===== config.mk =====
export PLATFORM = sky130hd
export DESIGN_NAME = xml_character_data_decoder_top
export DESIGN_NICKNAME = d
export VERILOG_FILES = /design/src/hdl/xcdd_pkg.sv /design/src/hdl/xml_character_data_decoder_top.sv
export SDC_FILE = /design/constraint.sdc
export NUM_CORES = 1
export LEC_CHECK = 0
export BUFFER_PORTS_ARGS = -buffer_cell sky130_fd_sc_hd__buf_2
export CORE_MARGIN = 2
export CORE_UTILIZATION = 51
export CTS_BUF_LIST = sky130_fd_sc_hd__clkbuf_16
export DETAILED_ROUTE_END_ITERATION = 12
export PLACE_DENSITY = 0.7
export SLEW_MARGIN = 20
export SYNTH_ARGS = -nofsm -noshare
export SYNTH_HDL_FRONTEND = slang
export SYNTH_SLANG_ARGS = --single-unit

===== constraint.sdc =====
create_clock -name clk -period 6.8 [get_ports clk]
set_input_delay 0.34 -clock clk [delete_from_list [all_inputs] [get_ports clk]]
set_output_delay 0.34 -clock clk [all_outputs]
set_load 0.03 [all_outputs]

===== src/hdl/xcdd_pkg.sv =====
package xcdd_pkg;

    localparam int LINE_BITS   = 16;
    localparam int MAX_RES     = 9;
    localparam int CNT_BITS    = $clog2(MAX_RES + 1);
    localparam int OUT_FIELD_W = 8 + 3 + LINE_BITS;
    localparam int OUT_TDATA_W = ((OUT_FIELD_W + 7) / 8) * 8;

    typedef enum logic [3:0] {
        MODE_TEXT,
        MODE_PFX_ANY,
        MODE_PFX_CMT,
        MODE_PFX_CDT,
        MODE_COMMENT,
        MODE_CDASH1,
        MODE_CDASH2,
        MODE_CDATA,
        MODE_ENT_START,
        MODE_ENT_NAMED,
        MODE_ENT_HASH,
        MODE_ENT_DEC,
        MODE_ENT_HEX,
        MODE_DONE
    } mode_t;

    // result kinds
    localparam logic [1:0] KIND_TEXT = 2'd0;
    localparam logic [1:0] KIND_BACK = 2'd1;
    localparam logic [1:0] KIND_ERR  = 2'd2;
    localparam logic [1:0] KIND_FIN  = 2'd3;

    // error codes
    localparam logic [2:0] ERR_NONE     = 3'd0;
    localparam logic [2:0] ERR_ENTITY   = 3'd1;
    localparam logic [2:0] ERR_CDATA    = 3'd2;
    localparam logic [2:0] ERR_COMMENT  = 3'd3;
    localparam logic [2:0] ERR_DBL_DASH = 3'd4;

    // characters
    localparam logic [7:0] CH_TAB   = 8'h09;
    localparam logic [7:0] CH_LF    = 8'h0A;
    localparam logic [7:0] CH_CR    = 8'h0D;
    localparam logic [7:0] CH_SP    = 8'h20;
    localparam logic [7:0] CH_EXCL  = 8'h21;
    localparam logic [7:0] CH_QUOT  = 8'h22;
    localparam logic [7:0] CH_HASH  = 8'h23;
    localparam logic [7:0] CH_AMP   = 8'h26;
    localparam logic [7:0] CH_APOS  = 8'h27;
    localparam logic [7:0] CH_DASH  = 8'h2D;
    localparam logic [7:0] CH_0     = 8'h30;
    localparam logic [7:0] CH_9     = 8'h39;
    localparam logic [7:0] CH_SEMI  = 8'h3B;
    localparam logic [7:0] CH_LT    = 8'h3C;
    localparam logic [7:0] CH_GT    = 8'h3E;
    localparam logic [7:0] CH_UA    = 8'h41;
    localparam logic [7:0] CH_UF    = 8'h46;
    localparam logic [7:0] CH_LBRK  = 8'h5B;
    localparam logic [7:0] CH_RBRK  = 8'h5D;
    localparam logic [7:0] CH_LA    = 8'h61;
    localparam logic [7:0] CH_LF_A  = 8'h66;
    localparam logic [7:0] CH_LG    = 8'h67;
    localparam logic [7:0] CH_LL    = 8'h6C;
    localparam logic [7:0] CH_LQ    = 8'h71;
    localparam logic [7:0] CH_LX    = 8'h78;

    typedef struct packed {
        logic [7:0] data;
        logic [1:0] kind;
        logic [2:0] err;
    } res_t;

    // "!--" for comments, "![CDATA[" for CDATA sections
    function automatic logic [7:0] pfx_char(input logic cdt, input logic [2:0] i);
        logic [7:0] c;
        if (cdt) begin
            case (i)
                3'd0:    c = CH_EXCL;
                3'd1:    c = CH_LBRK;
                3'd2:    c = 8'h43;
                3'd3:    c = 8'h44;
                3'd4:    c = 8'h41;
                3'd5:    c = 8'h54;
                3'd6:    c = 8'h41;
                default: c = CH_LBRK;
            endcase
        end
        else begin
            case (i)
                3'd0:    c = CH_EXCL;
                default: c = CH_DASH;
            endcase
        end
        return c;
    endfunction

    // entity ids: lt, gt, quot, amp, apos
    function automatic logic [7:0] ent_char(input logic [2:0] id, input logic [1:0] k);
        logic [7:0] c;
        case ({id, k})
            {3'd0, 2'd0}: c = CH_LL;
            {3'd0, 2'd1}: c = 8'h74;
            {3'd1, 2'd0}: c = CH_LG;
            {3'd1, 2'd1}: c = 8'h74;
            {3'd2, 2'd0}: c = CH_LQ;
            {3'd2, 2'd1}: c = 8'h75;
            {3'd2, 2'd2}: c = 8'h6F;
            {3'd2, 2'd3}: c = 8'h74;
            {3'd3, 2'd0}: c = CH_LA;
            {3'd3, 2'd1}: c = 8'h6D;
            {3'd3, 2'd2}: c = 8'h70;
            {3'd4, 2'd0}: c = CH_LA;
            {3'd4, 2'd1}: c = 8'h70;
            {3'd4, 2'd2}: c = 8'h6F;
            {3'd4, 2'd3}: c = 8'h73;
            default:      c = 8'h00;
        endcase
        return c;
    endfunction

    function automatic logic [2:0] ent_len(input logic [2:0] id);
        logic [2:0] n;
        case (id)
            3'd0, 3'd1: n = 3'd2;
            3'd3:       n = 3'd3;
            default:    n = 3'd4;
        endcase
        return n;
    endfunction

    function automatic logic [7:0] ent_map(input logic [2:0] id);
        logic [7:0] c;
        case (id)
            3'd0:    c = CH_LT;
            3'd1:    c = CH_GT;
            3'd2:    c = CH_QUOT;
            3'd3:    c = CH_AMP;
            default: c = CH_APOS;
        endcase
        return c;
    endfunction

endpackage


===== src/hdl/xml_character_data_decoder_top.sv =====
// Results of an accepted byte are registered and appear on the master side in the next cycle.
// One byte per cycle while each byte gives at most one result and m_tready is high; a
// byte giving several results holds the result buffer until they have all transferred, and
// the next byte is taken in the cycle its last result transfers.
// Reset (rst_n low, asynchronous): text mode, line 1, no error, collapse mode,
// result buffer empty.
module xml_character_data_decoder_top
(
    input  logic                                clk,
    input  logic                                rst_n,
    input  logic                                cfg_we,
    input  logic                                cfg_wdata,     // preserve_whitespace
    input  logic                                s_tvalid,
    output logic                                s_tready,
    input  logic [7:0]                          s_tdata,       // in_byte
    input  logic [1:0]                          s_tuser,       // end_of_text, restart
    output logic                                m_tvalid,
    input  logic                                m_tready,
    output logic [xcdd_pkg::OUT_TDATA_W-1:0]    m_tdata,       // out_byte, error_code,
                                                               // line_number, zero pad
    output logic [1:0]                          m_tuser,       // kind
    output logic                                m_tlast
);

    localparam logic [xcdd_pkg::LINE_BITS-1:0] LINE_MAX = '1;
    localparam logic [xcdd_pkg::LINE_BITS-1:0] LINE_ONE = xcdd_pkg::LINE_BITS'(1);

    // parse state
    xcdd_pkg::mode_t                  mode_reg, mode_next;
    logic [3:0]                       pidx_reg, pidx_next;
    logic [1:0]                       brk_reg, brk_next;
    logic [7:0]                       ev_reg, ev_next;
    logic                             eo_reg, eo_next;
    logic                             ws_reg, ws_next;
    logic [xcdd_pkg::LINE_BITS-1:0]   line_reg, line_next;
    logic                             err_reg, err_next;
    logic                             preserve_reg;

    // result buffer
    xcdd_pkg::res_t                   res_reg  [xcdd_pkg::MAX_RES];
    xcdd_pkg::res_t                   res_next [xcdd_pkg::MAX_RES];
    logic [xcdd_pkg::LINE_BITS-1:0]   rline_reg;
    logic [xcdd_pkg::CNT_BITS-1:0]    cnt_reg, cnt_new;

    // state after a restart request
    xcdd_pkg::mode_t                  m;
    logic [3:0]                       pi;
    logic [1:0]                       bk;
    logic [7:0]                       ev;
    logic                             eo, ws, er;
    logic [xcdd_pkg::LINE_BITS-1:0]   ln;

    logic [7:0]  b;
    logic        eot, rst_req;
    logic        in_fire, out_fire;

    logic        pfx_cdt;
    logic [3:0]  pfx_len, k;
    logic [7:0]  exp_ch;
    logic        pfx_keep, pfx_ok;
    logic        is_ws, is_dig, is_hex_lo, is_hex_up, hex_ok;
    logic [3:0]  dval;
    logic [11:0] prod;
    logic        acc_ovf;
    logic [7:0]  acc_val;
    logic        ent_bad;
    logic [2:0]  id;
    logic        id_bad;
    logic [2:0]  nm_len;
    logic        nm_end;
    logic [2:0]  start_id;
    logic        start_ok;
    logic        clr, go_done;

    assign b       = s_tdata;
    assign eot     = s_tuser[0];
    assign rst_req = s_tuser[1];

    assign in_fire  = s_tvalid && s_tready;
    assign out_fire = m_tvalid && m_tready;
    assign s_tready = (cnt_reg == '0) || ((cnt_reg == xcdd_pkg::CNT_BITS'(1)) && m_tready);

    always_comb
    begin
        if (rst_req)
        begin
            m  = xcdd_pkg::MODE_TEXT;
            pi = '0;
            bk = '0;
            ev = '0;
            eo = 1'b0;
            ws = 1'b0;
            ln = LINE_ONE;
            er = 1'b0;
        end
        else
        begin
            m  = mode_reg;
            pi = pidx_reg;
            bk = brk_reg;
            ev = ev_reg;
            eo = eo_reg;
            ws = ws_reg;
            ln = line_reg;
            er = err_reg;
        end
    end

    // shared decode
    always_comb
    begin
        pfx_cdt   = (m == xcdd_pkg::MODE_PFX_CDT);
        pfx_len   = pfx_cdt ? 4'd8 : 4'd3;
        k         = (pi >= pfx_len) ? (pfx_len - 4'd1) : pi;
        exp_ch    = xcdd_pkg::pfx_char(pfx_cdt, k[2:0]);
        pfx_keep  = ((m == xcdd_pkg::MODE_PFX_ANY) && (k == 4'd0) && (b == xcdd_pkg::CH_EXCL))
                 || ((m == xcdd_pkg::MODE_PFX_ANY) && (k == 4'd1)
                     && ((b == xcdd_pkg::CH_DASH) || (b == xcdd_pkg::CH_LBRK)));
        pfx_ok    = pfx_keep || ((m != xcdd_pkg::MODE_PFX_ANY) && (b == exp_ch));

        is_ws     = b inside {xcdd_pkg::CH_SP, xcdd_pkg::CH_LF, xcdd_pkg::CH_CR,
                              xcdd_pkg::CH_TAB};
        is_dig    = b inside {[xcdd_pkg::CH_0:xcdd_pkg::CH_9]};
        is_hex_lo = b inside {[xcdd_pkg::CH_LA:xcdd_pkg::CH_LF_A]};
        is_hex_up = b inside {[xcdd_pkg::CH_UA:xcdd_pkg::CH_UF]};
        hex_ok    = is_dig || is_hex_lo || is_hex_up;
        if (is_dig)
            dval = 4'(b - xcdd_pkg::CH_0);
        else if (is_hex_lo)
            dval = 4'(b - xcdd_pkg::CH_LA + 8'd10);
        else
            dval = 4'(b - xcdd_pkg::CH_UA + 8'd10);

        // value * base + digit, base is 16 or 10
        if (m == xcdd_pkg::MODE_ENT_HEX)
            prod = {ev, 4'b0000} + {8'b0, dval};
        else
            prod = {1'b0, ev, 3'b000} + {3'b000, ev, 1'b0} + {8'b0, dval};
        acc_ovf = (prod > 12'd255);
        acc_val = acc_ovf ? 8'd255 : prod[7:0];
        ent_bad = eo || (ev == 8'd0) || (ev == 8'd255);

        id      = ev[2:0];
        id_bad  = (ev >= 8'd5);
        nm_len  = xcdd_pkg::ent_len(id);
        nm_end  = (pi >= {1'b0, nm_len});

        start_ok = 1'b1;
        case (b)
            xcdd_pkg::CH_LL: start_id = 3'd0;
            xcdd_pkg::CH_LG: start_id = 3'd1;
            xcdd_pkg::CH_LQ: start_id = 3'd2;
            xcdd_pkg::CH_LA: start_id = 3'd3;
            default:
            begin
                start_id = 3'd5;
                start_ok = 1'b0;
            end
        endcase
    end

    // line count: every LF accepted while not halted and not in a prefix or done mode, saturating
    always_comb
    begin
        line_next = ln;
        if (!er && !eot && (b == xcdd_pkg::CH_LF) && (ln != LINE_MAX)
            && !(m inside {xcdd_pkg::MODE_DONE, xcdd_pkg::MODE_PFX_ANY,
                           xcdd_pkg::MODE_PFX_CMT, xcdd_pkg::MODE_PFX_CDT}))
            line_next = ln + LINE_ONE;
    end

    // next state
    always_comb
    begin
        mode_next = m;
        pidx_next = pi;
        brk_next  = bk;
        ev_next   = ev;
        eo_next   = eo;
        ws_next   = ws;
        err_next  = er;
        clr       = 1'b0;
        go_done   = 1'b0;

        if (!er)
        begin
            case (m)
                xcdd_pkg::MODE_PFX_ANY, xcdd_pkg::MODE_PFX_CMT, xcdd_pkg::MODE_PFX_CDT:
                begin
                    if (eot)
                        clr = 1'b1;
                    else if ((m == xcdd_pkg::MODE_PFX_ANY) && (k == 4'd0)
                             && (b == xcdd_pkg::CH_EXCL))
                        pidx_next = 4'd1;
                    else if ((m == xcdd_pkg::MODE_PFX_ANY) && (k == 4'd1)
                             && (b == xcdd_pkg::CH_DASH))
                    begin
                        mode_next = xcdd_pkg::MODE_PFX_CMT;
                        pidx_next = 4'd2;
                    end
                    else if ((m == xcdd_pkg::MODE_PFX_ANY) && (k == 4'd1)
                             && (b == xcdd_pkg::CH_LBRK))
                    begin
                        mode_next = xcdd_pkg::MODE_PFX_CDT;
                        pidx_next = 4'd2;
                    end
                    else if (pfx_ok)
                    begin
                        if ((k + 4'd1) >= pfx_len)
                        begin
                            mode_next = pfx_cdt ? xcdd_pkg::MODE_CDATA
                                                : xcdd_pkg::MODE_COMMENT;
                            pidx_next = '0;
                            brk_next  = '0;
                        end
                        else
                            pidx_next = k + 4'd1;
                    end
                    else
                    begin
                        clr     = 1'b1;
                        go_done = 1'b1;
                    end
                end
                xcdd_pkg::MODE_DONE:
                begin
                    if (eot)
                        clr = 1'b1;
                end
                xcdd_pkg::MODE_COMMENT, xcdd_pkg::MODE_CDASH1, xcdd_pkg::MODE_CDASH2:
                begin
                    if (eot)
                        err_next = 1'b1;
                    else if (m == xcdd_pkg::MODE_CDASH2)
                    begin
                        if (b != xcdd_pkg::CH_GT)
                            err_next = 1'b1;
                        clr = 1'b1;
                    end
                    else if (b == xcdd_pkg::CH_DASH)
                        mode_next = (m == xcdd_pkg::MODE_COMMENT) ? xcdd_pkg::MODE_CDASH1
                                                                  : xcdd_pkg::MODE_CDASH2;
                    else
                        mode_next = xcdd_pkg::MODE_COMMENT;
                end
                xcdd_pkg::MODE_CDATA:
                begin
                    if (eot)
                        err_next = 1'b1;
                    else if (b == xcdd_pkg::CH_RBRK)
                    begin
                        if (bk < 2'd2)
                            brk_next = bk + 2'd1;
                    end
                    else if ((b == xcdd_pkg::CH_GT) && (bk == 2'd2))
                        clr = 1'b1;
                    else
                        brk_next = '0;
                end
                xcdd_pkg::MODE_ENT_START:
                begin
                    if (eot)
                        err_next = 1'b1;
                    else if (start_ok)
                    begin
                        ev_next   = {5'b0, start_id};
                        pidx_next = 4'd1;
                        mode_next = xcdd_pkg::MODE_ENT_NAMED;
                    end
                    else if (b == xcdd_pkg::CH_HASH)
                        mode_next = xcdd_pkg::MODE_ENT_HASH;
                    else
                        err_next = 1'b1;
                end
                xcdd_pkg::MODE_ENT_NAMED:
                begin
                    if (eot || id_bad)
                        err_next = 1'b1;
                    else if (nm_end)
                    begin
                        if (b != xcdd_pkg::CH_SEMI)
                            err_next = 1'b1;
                        clr = 1'b1;
                    end
                    else if ((id == 3'd3) && (pi == 4'd1) && (b == 8'h70))
                    begin
                        ev_next   = 8'd4;
                        pidx_next = 4'd2;
                    end
                    else if (b == xcdd_pkg::ent_char(id, pi[1:0]))
                        pidx_next = pi + 4'd1;
                    else
                        err_next = 1'b1;
                end
                xcdd_pkg::MODE_ENT_HASH:
                begin
                    if (eot)
                        err_next = 1'b1;
                    else if (b == xcdd_pkg::CH_LX)
                    begin
                        ev_next   = '0;
                        eo_next   = 1'b0;
                        mode_next = xcdd_pkg::MODE_ENT_HEX;
                    end
                    else if (is_dig)
                    begin
                        ev_next   = {4'b0, dval};
                        eo_next   = 1'b0;
                        mode_next = xcdd_pkg::MODE_ENT_DEC;
                    end
                    else
                        err_next = 1'b1;
                end
                xcdd_pkg::MODE_ENT_DEC, xcdd_pkg::MODE_ENT_HEX:
                begin
                    if (eot)
                        err_next = 1'b1;
                    else if (is_dig || ((m == xcdd_pkg::MODE_ENT_HEX) && hex_ok))
                    begin
                        ev_next = acc_val;
                        if (acc_ovf)
                            eo_next = 1'b1;
                    end
                    else if (b == xcdd_pkg::CH_SEMI)
                    begin
                        if (ent_bad)
                            err_next = 1'b1;
                        clr = 1'b1;
                    end
                    else
                        err_next = 1'b1;
                end
                default:
                begin
                    mode_next = xcdd_pkg::MODE_TEXT;
                    if (eot)
                        clr = 1'b1;
                    else if (is_ws)
                    begin
                        if (!preserve_reg)
                            ws_next = 1'b1;
                    end
                    else if (b == xcdd_pkg::CH_LT)
                    begin
                        ws_next   = 1'b0;
                        mode_next = xcdd_pkg::MODE_PFX_ANY;
                        pidx_next = '0;
                    end
                    else if (b == xcdd_pkg::CH_AMP)
                    begin
                        ws_next   = 1'b0;
                        mode_next = xcdd_pkg::MODE_ENT_START;
                        ev_next   = '0;
                        eo_next   = 1'b0;
                        pidx_next = '0;
                    end
                    else
                        ws_next = 1'b0;
                end
            endcase

            if (clr || err_next)
            begin
                mode_next = go_done ? xcdd_pkg::MODE_DONE : xcdd_pkg::MODE_TEXT;
                pidx_next = '0;
                brk_next  = '0;
                ev_next   = '0;
                eo_next   = 1'b0;
                ws_next   = 1'b0;
            end
        end
    end

    // result list for the accepted byte
    always_comb
    begin
        for (int i = 0; i < xcdd_pkg::MAX_RES; i++)
            res_next[i] = '{data: 8'h00, kind: xcdd_pkg::KIND_TEXT, err: xcdd_pkg::ERR_NONE};
        cnt_new = '0;

        if (!er)
        begin
            case (m)
                xcdd_pkg::MODE_PFX_ANY, xcdd_pkg::MODE_PFX_CMT, xcdd_pkg::MODE_PFX_CDT:
                begin
                    if (eot || !pfx_ok)
                    begin
                        // '<', the matched prefix bytes, then the byte or the finish mark
                        res_next[0] = '{data: xcdd_pkg::CH_LT, kind: xcdd_pkg::KIND_BACK,
                                        err: xcdd_pkg::ERR_NONE};
                        for (int i = 0; i < xcdd_pkg::MAX_RES - 2; i++)
                        begin
                            if (4'(i) < k)
                                res_next[i + 1] = '{data: xcdd_pkg::pfx_char(pfx_cdt, 3'(i)),
                                                    kind: xcdd_pkg::KIND_BACK,
                                                    err: xcdd_pkg::ERR_NONE};
                        end
                        if (eot)
                            res_next[k + 4'd1] = '{data: 8'h00, kind: xcdd_pkg::KIND_FIN,
                                                   err: xcdd_pkg::ERR_NONE};
                        else
                            res_next[k + 4'd1] = '{data: b, kind: xcdd_pkg::KIND_BACK,
                                                   err: xcdd_pkg::ERR_NONE};
                        cnt_new = xcdd_pkg::CNT_BITS'(k + 4'd2);
                    end
                end
                xcdd_pkg::MODE_DONE:
                begin
                    res_next[0] = eot ? '{data: 8'h00, kind: xcdd_pkg::KIND_FIN,
                                          err: xcdd_pkg::ERR_NONE}
                                      : '{data: b, kind: xcdd_pkg::KIND_BACK,
                                          err: xcdd_pkg::ERR_NONE};
                    cnt_new = xcdd_pkg::CNT_BITS'(1);
                end
                xcdd_pkg::MODE_COMMENT, xcdd_pkg::MODE_CDASH1, xcdd_pkg::MODE_CDASH2:
                begin
                    if (eot)
                    begin
                        res_next[0] = '{data: 8'h00, kind: xcdd_pkg::KIND_ERR,
                                        err: xcdd_pkg::ERR_COMMENT};
                        cnt_new = xcdd_pkg::CNT_BITS'(1);
                    end
                    else if ((m == xcdd_pkg::MODE_CDASH2) && (b != xcdd_pkg::CH_GT))
                    begin
                        res_next[0] = '{data: 8'h00, kind: xcdd_pkg::KIND_ERR,
                                        err: xcdd_pkg::ERR_DBL_DASH};
                        cnt_new = xcdd_pkg::CNT_BITS'(1);
                    end
                end
                xcdd_pkg::MODE_CDATA:
                begin
                    if (eot)
                    begin
                        res_next[0] = '{data: 8'h00, kind: xcdd_pkg::KIND_ERR,
                                        err: xcdd_pkg::ERR_CDATA};
                        cnt_new = xcdd_pkg::CNT_BITS'(1);
                    end
                    else if (b == xcdd_pkg::CH_RBRK)
                    begin
                        if (bk >= 2'd2)
                        begin
                            res_next[0] = '{data: xcdd_pkg::CH_RBRK, kind: xcdd_pkg::KIND_TEXT,
                                            err: xcdd_pkg::ERR_NONE};
                            cnt_new = xcdd_pkg::CNT_BITS'(1);
                        end
                    end
                    else if (!((b == xcdd_pkg::CH_GT) && (bk == 2'd2)))
                    begin
                        // flush held brackets, then the byte
                        if (bk >= 2'd2)
                        begin
                            res_next[0] = '{data: xcdd_pkg::CH_RBRK, kind: xcdd_pkg::KIND_TEXT,
                                            err: xcdd_pkg::ERR_NONE};
                            res_next[1] = res_next[0];
                            res_next[2] = '{data: b, kind: xcdd_pkg::KIND_TEXT,
                                            err: xcdd_pkg::ERR_NONE};
                            cnt_new = xcdd_pkg::CNT_BITS'(3);
                        end
                        else if (bk == 2'd1)
                        begin
                            res_next[0] = '{data: xcdd_pkg::CH_RBRK, kind: xcdd_pkg::KIND_TEXT,
                                            err: xcdd_pkg::ERR_NONE};
                            res_next[1] = '{data: b, kind: xcdd_pkg::KIND_TEXT,
                                            err: xcdd_pkg::ERR_NONE};
                            cnt_new = xcdd_pkg::CNT_BITS'(2);
                        end
                        else
                        begin
                            res_next[0] = '{data: b, kind: xcdd_pkg::KIND_TEXT,
                                            err: xcdd_pkg::ERR_NONE};
                            cnt_new = xcdd_pkg::CNT_BITS'(1);
                        end
                    end
                end
                xcdd_pkg::MODE_ENT_START, xcdd_pkg::MODE_ENT_NAMED, xcdd_pkg::MODE_ENT_HASH,
                xcdd_pkg::MODE_ENT_DEC, xcdd_pkg::MODE_ENT_HEX:
                begin
                    if (err_next)
                    begin
                        res_next[0] = '{data: 8'h00, kind: xcdd_pkg::KIND_ERR,
                                        err: xcdd_pkg::ERR_ENTITY};
                        cnt_new = xcdd_pkg::CNT_BITS'(1);
                    end
                    else if (clr)
                    begin
                        // entity closed by ';'
                        res_next[0] = '{data: (m == xcdd_pkg::MODE_ENT_NAMED)
                                              ? xcdd_pkg::ent_map(id) : ev,
                                        kind: xcdd_pkg::KIND_TEXT, err: xcdd_pkg::ERR_NONE};
                        cnt_new = xcdd_pkg::CNT_BITS'(1);
                    end
                end
                default:
                begin
                    if (eot)
                    begin
                        res_next[0] = '{data: 8'h00, kind: xcdd_pkg::KIND_FIN,
                                        err: xcdd_pkg::ERR_NONE};
                        cnt_new = xcdd_pkg::CNT_BITS'(1);
                    end
                    else if (is_ws)
                    begin
                        if (preserve_reg)
                        begin
                            res_next[0] = '{data: b, kind: xcdd_pkg::KIND_TEXT,
                                            err: xcdd_pkg::ERR_NONE};
                            cnt_new = xcdd_pkg::CNT_BITS'(1);
                        end
                        else if (!ws)
                        begin
                            res_next[0] = '{data: xcdd_pkg::CH_SP, kind: xcdd_pkg::KIND_TEXT,
                                            err: xcdd_pkg::ERR_NONE};
                            cnt_new = xcdd_pkg::CNT_BITS'(1);
                        end
                    end
                    else if ((b != xcdd_pkg::CH_LT) && (b != xcdd_pkg::CH_AMP))
                    begin
                        res_next[0] = '{data: b, kind: xcdd_pkg::KIND_TEXT,
                                        err: xcdd_pkg::ERR_NONE};
                        cnt_new = xcdd_pkg::CNT_BITS'(1);
                    end
                end
            endcase
        end
    end

    always_ff @(posedge clk or negedge rst_n)
    begin
        if (!rst_n)
        begin
            mode_reg     <= xcdd_pkg::MODE_TEXT;
            pidx_reg     <= '0;
            brk_reg      <= '0;
            ev_reg       <= '0;
            eo_reg       <= 1'b0;
            ws_reg       <= 1'b0;
            line_reg     <= LINE_ONE;
            err_reg      <= 1'b0;
            preserve_reg <= 1'b0;
            cnt_reg      <= '0;
        end
        else
        begin
            if (cfg_we)
                preserve_reg <= cfg_wdata;
            if (in_fire)
            begin
                mode_reg <= mode_next;
                pidx_reg <= pidx_next;
                brk_reg  <= brk_next;
                ev_reg   <= ev_next;
                eo_reg   <= eo_next;
                ws_reg   <= ws_next;
                line_reg <= line_next;
                err_reg  <= err_next;
                cnt_reg  <= cnt_new;
            end
            else if (out_fire)
                cnt_reg <= cnt_reg - xcdd_pkg::CNT_BITS'(1);
        end
    end

    // result buffer drains from entry 0
    always_ff @(posedge clk)
    begin
        if (in_fire)
        begin
            for (int i = 0; i < xcdd_pkg::MAX_RES; i++)
                res_reg[i] <= res_next[i];
            rline_reg <= line_next;
        end
        else if (out_fire)
        begin
            for (int i = 0; i < xcdd_pkg::MAX_RES - 1; i++)
                res_reg[i] <= res_reg[i + 1];
        end
    end

    assign m_tvalid = (cnt_reg != '0);
    assign m_tlast  = (cnt_reg == xcdd_pkg::CNT_BITS'(1));
    assign m_tuser  = res_reg[0].kind;
    assign m_tdata  = xcdd_pkg::OUT_TDATA_W'({rline_reg, res_reg[0].err, res_reg[0].data});

    a_ready_when_empty: assert property (@(posedge clk) disable iff (!rst_n)
        (cnt_reg == '0) |-> s_tready)
        else $error("input stalled with empty result buffer");

    a_cnt_bound: assert property (@(posedge clk) disable iff (!rst_n)
        cnt_reg <= xcdd_pkg::CNT_BITS'(xcdd_pkg::MAX_RES))
        else $error("result count out of range");

    a_halt_silent: assert property (@(posedge clk) disable iff (!rst_n)
        (in_fire && err_reg && !rst_req) |=> (cnt_reg == '0))
        else $error("results produced while halted");

    a_eot_answers: assert property (@(posedge clk) disable iff (!rst_n)
        (in_fire && eot && (!err_reg || rst_req)) |=> (cnt_reg != '0))
        else $error("end of text gave no result");

    a_line_nonzero: assert property (@(posedge clk) disable iff (!rst_n)
        line_reg != '0)
        else $error("line count reached zero");

endmodule

## After elaboration in Yosys (flattened, before gate mapping)

Memory sizes are Yosys's and may differ from the RTL's.
Index checks and enable logic that the tools add are counted.

| operators by class | value |
|---|---|
| add/subtract/negate cells | 15 |
| magnitude comparators | 22 |
| equality and inequality tests | 54 |
| mux-type cells | 259 |
| bitwise logic cells | 12 |
| reduce and logical (&&, ||, !) cells | 62 |

Operator list:

| kind | number |
|---|---|
| 13-bit 2-to-1 mux | 43 |
| 117-bit 2-to-1 mux | 3 |
| 4-bit 2-to-1 mux | 56 |
| 8-bit 2-to-1 mux | 25 |
| 117-bit bitwise mux | 1 |
| 97-bit by 99-bit bitwise AND with 99-bit output | 1 |
| 99-bit NOT | 1 |
| 12-bit 2-to-1 mux | 7 |
| 26-bit 2-to-1 mux | 3 |
| 78-bit 2-to-1 mux | 1 |
| 1-bit 2-to-1 mux | 76 |
| 13-bit one-hot mux with 5 select lines | 1 |
| 8-bit by 6-bit == test with 1-bit output (second input constant) | 8 |
| 8-bit by 7-bit == test with 1-bit output (second input constant) | 8 |
| 13-bit demux with 4-bit select | 1 |
| 26-bit one-hot mux with 2 select lines | 1 |
| 4-bit one-hot mux with 5 select lines | 2 |
| 8-bit one-hot mux with 5 select lines | 1 |
| 39-bit 2-to-1 mux | 1 |
| 7-bit 2-to-1 mux | 5 |
| 7-bit one-hot mux with 5 select lines | 1 |
| 2-bit 2-to-1 mux | 17 |
| 16-bit 2-to-1 mux | 2 |
| 8-bit by 6-bit != test with 1-bit output (second input constant) | 4 |
| 64 further kinds | 155 |

| storage, ports and cells | value |
|---|---|
| register bits | 58 |
| bits in writable memories | 117 |
| bits in read-only memories | 224 |
| input bits | 16 |
| output and inout port bits | 37 |
| memories | 2 |

Memories:

| name | depth | width | rd ports | clocked after Yosys merged registers in | wr ports | RTL line | text |
|---|---|---|---|---|---|---|---|
| (no name shown) | 32 | 7 | 1 | 0 | 0 | xcdd_pkg.sv:99 | `case ({id, k})` |
| res_reg | 9 | 13 | 9 | 0 | 9 | xml_character_data_decoder_top.sv:40 | `xcdd_pkg::res_t res_reg [xcdd_pkg::MAX_RES];` |

## Longest topological paths before layout

| logic depth | value |
|---|---|
| depth after elaboration | 25 |
| depth in mapped cells | 23 |
| depth with buffers taken out | 19 |

## Worst setup path before layout

OpenSTA, ideal clock, no wires.

| timing | value |
|---|---|
| kind | input -> register |
| start | input s_tuser[1] |
| end | memory res_reg[0][18] (netlist bit) (data pin) |
| data arrival time | 5.162 ns |
| slack | 1.377 ns |
| stages | 21 |
| path buffers | 5 |
| path through | buf_2 > clkbuf_1 > clkbuf_1 > nand2b_1 > inv_1 > ha_1 > clkbuf_1 > a21oi_1 > o21ai_0 > inv_1 > ha_1 > or4b_2 > a311oi_1 > nor3_1 > a2111oi_4 > and4_4 > a21oi_2 > o21ai_2 > buf_2 > nor3_1 > a221o_1 |

RTL lines:

| what | RTL line | text |
|---|---|---|
| start, declared | xml_character_data_decoder_top.sv:16 | `input logic [1:0] s_tuser,` |
| end, declared | xml_character_data_decoder_top.sv:40 |  |

==> results.txt <==
Path type of the worst setup path - reg -> reg
Startpoint of the worst register-to-register path - mode_reg[2]$_DFFE_PN0P_
Remaining Overflow, GRT - 0
Netlist area before placement - 11700 sq um
Clock insertion delay at the later pin of the skew report - 0.46 ns
Final Critical Period - 6.040 ns
Total Routed Length - 42130 um
Slew Limit Fails - 0
Top library cells by usage in the layout, fill and taps aside - nand2_1 (202), nor2_1 (130), o21ai_0 (116)
Max frequency - 0.1656 GHz
Slew of the pin with the lowest slew margin - 1.052 ns
Outcome - finished, final reports clean
Global-route wire length before repair - 64970 um
Count of endpoints failing hold in the final timing report - 0
Final antenna-violating net count - 0
Setup TNS - 0 ns
Yosys warnings - 0
Fin Clk Skew - 0.02446 ns
Average size of a mapped cell - 8.341 sq um
Buffers on Ports - 47
Final Net Count - 1461
Starting DRT DRC Count - 1814
Total via count after detailed routing - 11630
CTS tree - yes
Overall die width - 155.5 um
Post-detailed-route DRC marker count - 0
Unrepaired setup endpoints after global routing - false
Total clock buffers created by CTS - 17
Vertical die dimension - 155.5 um
DP Wirelength - 29850 um
Critical path endpoint category - flip-flop
Clock tree root buffer cell - clkbuf_16
H-tree depth - 4
Final number of setup-violating endpoints - 0
Sequential cell area fraction in the yosys report - 0.3696
Worst EP arrival - 6.32 ns
Worst Path Required - 7.08 ns
Final weighted congestion of routability-driven global placement - 1.055
Effective utilization at floorplan - 0.5185
Leading cell type in the layout, fill and taps excluded - nand2_1
Top-Level Pins - 53
Fraction of synthesis flops using an asynchronous set or reset pin - 0.2781
Die ar. - 24170 sq um
HP Start - cfg_wdata
Final worst path period share - 0.8882
TritonRoute pass-1 iters - 6
Final-layout worst hold slack - 0.1349 ns
Fillers - 2140
Critical Path Start - mode_reg[2]$_DFFE_PN0P_
Standard-cell rows - 55
Biggest fanout along the worst timing path - 13
Area of the placeable core - 22570 sq um
Wire per inst - 24.87 um
Pwr dens - 309.7 nW/um^2
Number of enable flip-flop cells after synthesis - 109
Clock transition at the registers of the reported paths - 0.09 ns
Share of layout cells above drive strength 1 - 0.1023
Largest buffer count on any clock path - 2
Number of vias per cell after detailed routing - 6.864
Cell count after synthesis - 1403
Leakage dissipation - 4.882 nW
Synth cell types - 96
Number of global-route vias before repair - 10770
Post-synthesis register bit count - 151
Flip-flop cell with the highest count after synthesis - edfxtp_1
Peak supply drop - 0.1733 mV
Number of antenna violations at the first check in global routing - 1
Post-layout total power - 3.916 mW
Global Route Usage Sum - 0.3503
Relative slew slack - 0.2895
Layout overhead on the synthesized area - 8.051%
Largest net degree at the start of global routing - 86
Clk sink count - 151
Total of max-cap violations - 0
Class of the tightest hold or removal check - in -> reg
Post-CTS sizing - 0
Element type at the critical path start - flip-flop
Flip-flop count of the largest register, all copies and words added - 93
-- cell usage after synthesis (11+ instances only) --
cell	instances	area (sq um)
mux2i_1	11	110.1
a22o_1	21	183.9
o31ai_1	19	142.6
nor3b_1	12	90.09
or3_1	17	106.4
nand2_1	202	758.2
o21ai_0	116	580.6
inv_1	38	142.6
clkbuf_1	70	262.8
a21oi_1	82	410.4
xnor2_1	20	175.2
dfrtp_1	41	1026
a221o_1	13	130.1
nor2b_1	34	212.7
o211ai_1	15	112.6
nand3_1	43	215.2
edfxtp_1	109	3273
a31oi_1	22	137.6
nand2b_1	23	143.9
nor2_1	130	488.0
buf_4	18	135.1
nor3_1	38	190.2
ha_1	48	600.6
nand4_1	16	100.1
and3_1	17	106.4
-- what timing repair did --
item / CTS / global route
hold buffers: 0 / 1
setup buffers: 0 / 0
endpoints found under the setup margin: 0 / 0
endpoints found under the hold margin: 0 / 41
-- metrics by stage --
| step | util | setup slack [ns] | instances | cell area, sq um |
|---|---|---|---|---|
| floorplan | - | 1.377 | 1407 | 11720 |
| global placement | 0.5324 | 0.9441 | 1660 | 12020 |
| detailed placement | 0.5324 | 0.7531 | 1660 | 12020 |
| CTS | 0.5593 | 0.8861 | 1692 | 12620 |
| global route | 0.5601 | 0.4055 | 1693 | 12640 |
| finish | 0.5602 | 0.7600 | 1694 | 12640 |
-- cells by family after synthesis --
| logic type | synth area share |
|---|---|
| AO/OA/AOI/OAI | 0.2396 |
| XOR/XNOR | 0.02021 |
| adder cells (fa/ha/maj) | 0.05560 |
| buffers and inverters | 0.05399 |
| flip-flops | 0.3696 |
| multiplexers | 0.01326 |
| other | 0.0003204 |
| AND/OR/NAND/NOR | 0.2474 |
-- routing by layer --
layer	up-vias	GRT usage	share of wire
li1	5157	-	-
met5	-	0	0
met2	825	0.5107	0.42
met1	5507	0.5014	0.42
met4	0	0.1363	0.042
met3	139	0.08579	0.12
-- critical path, stage by stage (launching register included) --
cell and delay [ns]:
dfrtp_1 0.38, or3b_1 0.50, nor2_8 0.13, inv_2 0.14, ha_1 0.43, nor2_1 0.21
a22oi_1 0.55, inv_1 0.26, ha_1 0.35, or4b_2 0.68, a311oi_1 0.32, o21a_1 0.21
a2111oi_4 0.06, and4_4 0.22, a21o_4 0.29, a21oi_1 0.35, nand4_1 0.51, nor2_1 0.25
-- power breakdown --
part	internal, mW	leakage [nW]	total (mW)	switching (mW)
registers	1.31	1.64	1.41	0.103
clock network	0.500	0.289	0.996	0.496
logic	0.430	2.95	1.51	1.08
-- final cells by class --
class | instances | area (sq um) | area share
Sequential cell | 151 | 4325 | 0.3421
Clock inverter | 15 | 181.4 | 0.01435
Tap cell | 285 | 356.6 | 0.02820
Timing Repair Buffer | 72 | 427.9 | 0.03384
Antenna cell | 1 | 2.502 | 0.0001979
Inverter | 42 | 158.9 | 0.01257
Multi-Input combinational cell | 1111 | 6766 | 0.5351
Clock buffer | 17 | 425.4 | 0.03364
-- path summary, 6_finish.rpt --
check / depth (start not counted) / slack (ns) / endpoint
max: 17 / 0.76 / res_reg[1][5]$_SDFFCE_PP0P_
min: 2 / 0.13 / preserve_reg$_DFFE_PN0P_
max reg2reg: 17 / 0.76 / res_reg[1][5]$_SDFFCE_PP0P_
min reg2reg: 2 / 0.46 / line_reg[0]$_DFFE_PN1P_
max in group asynchronous: 2 / 5.92 / pidx_reg[0]$_DFFE_PN0P_
min in group asynchronous: 2 / 0.45 / line_reg[5]$_DFFE_PN0P_
Power figures use the tool's default switching activity.
